$ cat config.mk
export PLATFORM = sky130hd
export DESIGN_NAME = rk4pd_unit
export DESIGN_NICKNAME = d
export VERILOG_FILES = /design/src/hdl/rk4pd_pkg.sv /design/src/hdl/rk4pd_unit.sv
export SDC_FILE = /design/constraint.sdc
export NUM_CORES = 2
export LEC_CHECK = 0
export BUFFER_PORTS_ARGS = -buffer_cell sky130_fd_sc_hd__buf_2
export CAP_MARGIN = 20
export CORE_UTILIZATION = 36
export DETAILED_ROUTE_END_ITERATION = 6
export PLACE_DENSITY = 0.49
export SYNTH_ARGS = -nofsm -noshare
export SYNTH_HDL_FRONTEND = slang
export SYNTH_SLANG_ARGS = --single-unit
$ cat constraint.sdc
create_clock -name clk_i -period 13.95 [get_ports clk_i]
set_input_delay 1.395 -clock clk_i [delete_from_list [all_inputs] [get_ports clk_i]]
set_output_delay 1.395 -clock clk_i [all_outputs]
set_load 0.02 [all_outputs]
$ cat src/hdl/rk4pd_pkg.sv
// Package for the RK4 projectile drag integrator: widths, Q16.32 limits,
// register codes, shared types and the rounding and saturation helpers.
// Depends on nothing; every other file in hdl/ imports it.
package rk4pd_pkg;

  localparam int WORD_BITS    = 48;
  localparam int FRAC_BITS    = 32;
  localparam int REG_BITS     = 47;
  localparam int CNT_BITS     = 32;
  localparam int CFG_IDX_BITS = 2;
  localparam int PROD_BITS    = 2 * WORD_BITS;
  localparam int MUL_DIGIT    = 16;
  localparam int MUL_STEPS    = WORD_BITS / MUL_DIGIT;
  localparam int SQRT_STEPS   = WORD_BITS;
  localparam int RK_STAGES    = 4;
  localparam int RK_DIV       = 6;
  localparam int DIV_SHIFT    = WORD_BITS + 2;

  typedef logic signed [WORD_BITS-1:0] word_t;
  typedef logic signed [WORD_BITS+1:0] ext_t;
  typedef logic [WORD_BITS-1:0]        umag_t;
  typedef logic [PROD_BITS-1:0]        prod_t;
  typedef logic [PROD_BITS:0]          rprod_t;

  typedef struct packed {
    word_t v;
    logic  c;
  } sres_t;

  typedef struct packed {
    logic go;
    logic op_sqrt;
  } unit_req_t;

  typedef enum logic [CFG_IDX_BITS-1:0] {
    CFG_DRAG,
    CFG_STEP,
    CFG_STOP,
    CFG_GRAV
  } cfg_idx_e;

  localparam logic KIND_START = 1'b0;

  localparam word_t WMAX   = {1'b0, {(WORD_BITS-1){1'b1}}};
  localparam word_t WMIN   = {1'b1, {(WORD_BITS-1){1'b0}}};
  localparam umag_t WMAX_U = {1'b0, {(WORD_BITS-1){1'b1}}};

  localparam logic [REG_BITS-1:0] DRAG_RESET = '0;
  localparam logic [REG_BITS-1:0] STEP_RESET = REG_BITS'(64'd42949673);
  localparam logic [REG_BITS-1:0] STOP_RESET = REG_BITS'(64'd42949672960);
  localparam logic [REG_BITS-1:0] GRAV_RESET = REG_BITS'(64'd42133629174);
  localparam logic [REG_BITS-1:0] TIME_MAX   = '1;

  // floor(2^DIV_SHIFT / 6): quotient estimate is exact or one low
  localparam umag_t DIV_RECIP = umag_t'((64'd1 << DIV_SHIFT) / RK_DIV);

  function automatic umag_t mag(word_t x);
    mag = x[WORD_BITS-1] ? umag_t'(-x) : umag_t'(x);
  endfunction

  function automatic sres_t from_mag(rprod_t m, logic neg);
    rprod_t lim;
    rprod_t mm;
    sres_t  r;
    lim = {{(PROD_BITS+1-WORD_BITS){1'b0}}, WMAX_U};
    if (neg) lim = lim + 1'b1;
    r.c = (m > lim);
    mm  = r.c ? lim : m;
    r.v = neg ? word_t'(umag_t'(0) - mm[WORD_BITS-1:0]) : word_t'(mm[WORD_BITS-1:0]);
    return r;
  endfunction

  function automatic sres_t sat(ext_t x);
    sres_t r;
    if (x > ext_t'(WMAX)) begin
      r.v = WMAX;
      r.c = 1'b1;
    end else if (x < ext_t'(WMIN)) begin
      r.v = WMIN;
      r.c = 1'b1;
    end else begin
      r.v = word_t'(x);
      r.c = 1'b0;
    end
    return r;
  endfunction

  // product shifted by FRAC_BITS (or one more), magnitude rounded half up
  function automatic sres_t mul_round(prod_t p, logic half, logic neg);
    rprod_t s;
    s = {1'b0, p} + (rprod_t'(1) << (half ? FRAC_BITS : FRAC_BITS - 1));
    s = half ? (s >> (FRAC_BITS + 1)) : (s >> FRAC_BITS);
    return from_mag(s, neg);
  endfunction

endpackage

$ cat src/hdl/rk4pd_unit.sv
// Shared arithmetic unit: 48x48 multiply in 16-bit digit passes and a
// one-bit-per-cycle square root of a 96-bit radicand. Depends on rk4pd_pkg.
module rk4pd_unit import rk4pd_pkg::*; (
  input  logic      clk_i,
  input  logic      rst_ni,
  input  unit_req_t req_i,
  input  umag_t     opa_i,
  input  umag_t     opb_i,
  input  prod_t     rad_i,
  output logic      done_o,
  output prod_t     prod_o,
  output umag_t     root_o
);

  localparam int UCNT_BITS = $clog2(SQRT_STEPS + 1);
  localparam int REM_BITS  = WORD_BITS + 4;

  logic                 busy_q;
  logic                 done_q;
  logic                 sqrt_q;
  logic [UCNT_BITS-1:0] cnt_q;

  umag_t               a_q;
  umag_t               b_q;
  prod_t               acc_q;
  prod_t               rad_q;
  logic [REM_BITS-1:0] rem_q;
  umag_t               root_q;

  logic [MUL_DIGIT-1:0]           dig;
  logic [WORD_BITS+MUL_DIGIT-1:0] pp;
  prod_t                          acc_nx;
  logic [REM_BITS-1:0]            rem_sh;
  logic [REM_BITS-1:0]            trial;
  logic                           ge;
  logic [REM_BITS-1:0]            rem_nx;
  umag_t                          root_nx;

  always_comb begin
    dig     = b_q[WORD_BITS-1 -: MUL_DIGIT];
    pp      = {{MUL_DIGIT{1'b0}}, a_q} * {{WORD_BITS{1'b0}}, dig};
    acc_nx  = (acc_q << MUL_DIGIT) + PROD_BITS'(pp);
    rem_sh  = {rem_q[REM_BITS-3:0], rad_q[PROD_BITS-1 -: 2]};
    trial   = {{(REM_BITS-WORD_BITS-2){1'b0}}, root_q, 2'b01};
    ge      = (rem_sh >= trial);
    rem_nx  = ge ? (rem_sh - trial) : rem_sh;
    root_nx = {root_q[WORD_BITS-2:0], ge};
  end

  always_ff @(posedge clk_i or negedge rst_ni) begin
    if (!rst_ni) begin
      busy_q <= 1'b0;
      done_q <= 1'b0;
      sqrt_q <= 1'b0;
      cnt_q  <= '0;
    end else begin
      done_q <= 1'b0;
      if (req_i.go) begin
        busy_q <= 1'b1;
        sqrt_q <= req_i.op_sqrt;
        cnt_q  <= req_i.op_sqrt ? UCNT_BITS'(SQRT_STEPS) : UCNT_BITS'(MUL_STEPS);
      end else if (busy_q) begin
        cnt_q <= cnt_q - 1'b1;
        if (cnt_q == UCNT_BITS'(1)) begin
          busy_q <= 1'b0;
          done_q <= 1'b1;
        end
      end
    end
  end

  always_ff @(posedge clk_i) begin
    if (req_i.go) begin
      a_q    <= opa_i;
      b_q    <= opb_i;
      acc_q  <= '0;
      rad_q  <= rad_i;
      rem_q  <= '0;
      root_q <= '0;
    end else if (busy_q) begin
      if (sqrt_q) begin
        rem_q  <= rem_nx;
        root_q <= root_nx;
        rad_q  <= rad_q << 2;
      end else begin
        acc_q <= acc_nx;
        b_q   <= b_q << MUL_DIGIT;
      end
    end
  end

  assign done_o = done_q;
  assign prod_o = acc_q;
  assign root_o = root_q;

  a_no_reissue: assert property (@(posedge clk_i) disable iff (!rst_ni)
    req_i.go |-> !busy_q) else $error("unit started while busy");
  a_go_busy: assert property (@(posedge clk_i) disable iff (!rst_ni)
    req_i.go |=> busy_q) else $error("unit did not start");
  a_done_pulse: assert property (@(posedge clk_i) disable iff (!rst_ni)
    done_q |=> !done_q) else $error("done longer than one cycle");

endmodule

==> metrics.md <==
| Metric | Value |
|---|---|
| Worst-Margin Slew | slightly below 1 ns |
| GRT overflow | 0 |
| Initial DRC count | ~1800 |
| DR pass1 iterations | 7 |
| Residual DRC | 0 |
| Clock root cell | clkbuf_16 |
| Ratio of cells with drive above 1 in the final layout | between 10% and 20% |
| Post-Route WL | 137500 microns |
| Die Area | roughly 120000 sq um |
| Share of flip-flops with an asynchronous set or reset | ~2.3% |
| Die height | 350.8 microns |
| Seq/Total Area, Yosys | ~23% |
| Chip Width | approximately 350 microns |
| Clock Path Buffers | 3 |
| Worst EP arrival | about 9 ns |
| Vias per cell | between 5 and 6 |
| Metal3 WL | 9998 microns |
| WP buf/inv | 4 |
| DR vias | 33060 |
| Placement Setup Slack | approximately 5.5 ns |
| GRT Overall Usage | 22.85% |
| Critical Path Max Stage Delay | around 0.95 ns |
| Setup TNS | 0 ns |
| Top cell by count, worst path | fa_1 |
| Yosys warnings | 0 |
| Rows | 127 |
| Unrepaired setup endpoints after global routing | false |
| Clk_skew | between 0.02 and 0.03 ns |
| Final antenna-violating net count | 0 |
| Maximum level of the CTS H-tree | 2 |
| CTS tree | yes |
| CP required | ~15 ns |
| Hold_ws | 0.4489 ns |
| Yosys reg bits | 395 |
| Peak Freq | ~120 MHz |
| Slew Limit Fails | 0 |
| Max Cap Viol | 0 |
| Area Overhead vs Synth | 11.36% |
| Post-CTS setup buffers | 0 |
| Core Area | 120300 sq um |
| Max-slew headroom | a little over a third |
| Sequence of cells on the critical path | buf_4 -> nand2_1 -> fa_1 -> inv_1 -> fa_1 -> fa_1 -> fa_1 -> fa_1 -> inv_1 -> fa_1 -> inv_1 -> ha_1 -> a21oi_1 -> o21ai_0 -> a2111oi_1 -> nor2_1 -> nor3_1 -> a2111oi_4 -> o31ai_4 -> nor4_2 -> and4_1 -> o31a_1 |
| Fin. Hold Viols | 0 |
| Met1 Wirelength | approximately 60000 microns |
| Post-Syn Area | 43810 sq um |
| Largest net degree at the start of global routing | between 80 and 90 |
| Post-DP HPWL | about 100000 microns |
| Top-Level Pins | approximately 340 |
| Initial antenna violation count | 13 |
| Startpoint Class | flop |
| Synth Flop Type | dfxtp_1 |
| Unique masters post-synth | 83 |
| Syn avg cell area | ~9.3 sq um |
| Vias in the first global route | 35000 |
| Final worst slack | around 5.5 ns |
| Max FO, Critical Path | 31 |
| Initial core utilization | 36.42% |
| Most common cell after layout, fill and taps aside | inv_1 |
| Slowest CP cell | edfxtp_1 |
| Global-route wire length before repair | 213300 microns |
| Num CTS Buffers | between 50 and 60 |
| Post-Syn Instances | between 4000 and 5000 |
| Min cycle time layout | 8.468 ns |
| Hold Crit Class | reg -> reg |
| Port bufs | 340 |
| Most frequent cells in the layout | inv_1 (919), nand2_1 (774), fa_1 (690) |
| Worst-path clk slew | 0.06 ns |
| Crit-path leading delay family | adder cells |
| Cts hold-fix bufs | 0 |
| CP Capture Type | flop |
| Final setup fails | 0 |
| # nets final | 6005 |
| Clk_lat worst skew | 0.66 ns |
| Post_cts resized | 0 |
| Met2 WL | 63590 microns |
| Setup CP Type | reg -> reg |
| EDFF count, synth | around 190 |
| Final RePlAce weighted congestion | a little under 0.9 |
| Top sig layer | met5 |
| Syn_nets | 5822 |
| Clock Sink Count | between 300 and 400 |
| Status | finished, final reports clean |
| Fin crit share | between 60 and 70% |
| DR WL/cell | about 21 microns |
-- metal layers --
| metal | GRT usage (%) | vias to the layer above |
|---|---|---|
| met5 | 0 | - |
| met4 | 5.659 | 18 |
| met3 | 5.568 | 164 |
| met2 | 36.99 | 888 |
| met1 | 30.56 | 16820 |
| li1 | - | 15170 |
-- cell usage after synthesis, drive strengths merged, types with 74 or more instances --
cell type  number  area share (%)
a21oi         191             2.2
and2          285             4.1
clkbuf        218             1.9
dfxtp         194             8.9
edfxtp        192              13
fa            690              32
ha            204             5.8
inv           922             7.9
mux2          131             3.4
nand2         777             6.7
nor2          120             1.0
o21ai         143             1.7
xnor2          74             1.5
-- per-stage QoR --
| step | area, sq um | instances | util [%] |
|---|---|---|---|
| 6_report | 48780 | 6573 | 40.55 |
| 5_1_grt | 48780 | 6572 | 40.55 |
| 4_1_cts | 48780 | 6571 | 40.55 |
| 3_5_place_dp | 46890 | 6473 | 38.98 |
| 3_3_place_gp | 46880 | 6472 | 38.98 |
| 2_1_floorplan | 43810 | 4732 | - |
-- kinds of logic after synthesis --
| kind of cell | Yosys count | share of synthesized area, % |
|---|---|---|
| compound gates | 635 | 9.326 |
| xor+xnor | 129 | 2.579 |
| fa+ha+maj | 894 | 37.36 |
| buf+inv | 1170 | 10.10 |
| flops | 395 | 22.54 |
| mux | 153 | 3.870 |
| simple gates | 1356 | 14.23 |
-- area by class of cell --
type                    instances  area, sq um
multi-input cells            3167        29540
inverters                     922         3466
diodes                          2        5.005
well taps                    1612         2017
clock buffers                  66         1424
clock inverters                32        459.2
repair buffers                377         1992
fillers                     12180        71510
flip-flops and latches        395         9874
-- worst paths after layout --
path                       slack, ns               startpoint  depth (start not counted)                 endpoint
max reg2reg                     5.48        b_q[40]$_DFFE_PP_                         22  prod_o[90]$_SDFFE_PP0P_
min                             0.45  prod_o[92]$_SDFFE_PP0P_                          2  prod_o[92]$_SDFFE_PP0P_
min in group asynchronous       0.58                   rst_ni                          1     cnt_q[4]$_DFFE_PN0P_
min reg2reg                     0.45  prod_o[92]$_SDFFE_PP0P_                          2  prod_o[92]$_SDFFE_PP0P_
max in group asynchronous      13.19                   rst_ni                          1         done_o$_DFF_PN0_
max                             5.48        b_q[40]$_DFFE_PP_                         22  prod_o[90]$_SDFFE_PP0P_
-- worst register-to-register path, stage by stage, from the launching register on --
cell and delay [ns]:
edfxtp_1 0.95, buf_4 0.61, nand2_1 0.18, fa_1 0.54, inv_1 0.05, fa_1 0.52
fa_1 0.45, fa_1 0.52, fa_1 0.59, inv_1 0.07, fa_1 0.53, inv_1 0.04
ha_1 0.35, a21oi_1 0.21, o21ai_0 0.17, a2111oi_1 0.56, nor2_1 0.11, nor3_1 0.38
a2111oi_4 0.19, o31ai_4 0.67, nor4_2 0.17, and4_1 0.24, o31a_1 0.27
-- registers in the layout, indices dropped and copies added, names as in the netlist, 6 cells and up --
| signal | count |
|---|---|
| rad_q | 96 |
| root_o | 48 |
| b_q | 48 |
| rem_q | 50 |
| a_q | 48 |
| prod_o | 96 |
| cnt_q | 6 |
Power is not shown: default switching activity piles up to over one toggle a cycle in this logic, so the estimate is an artifact.
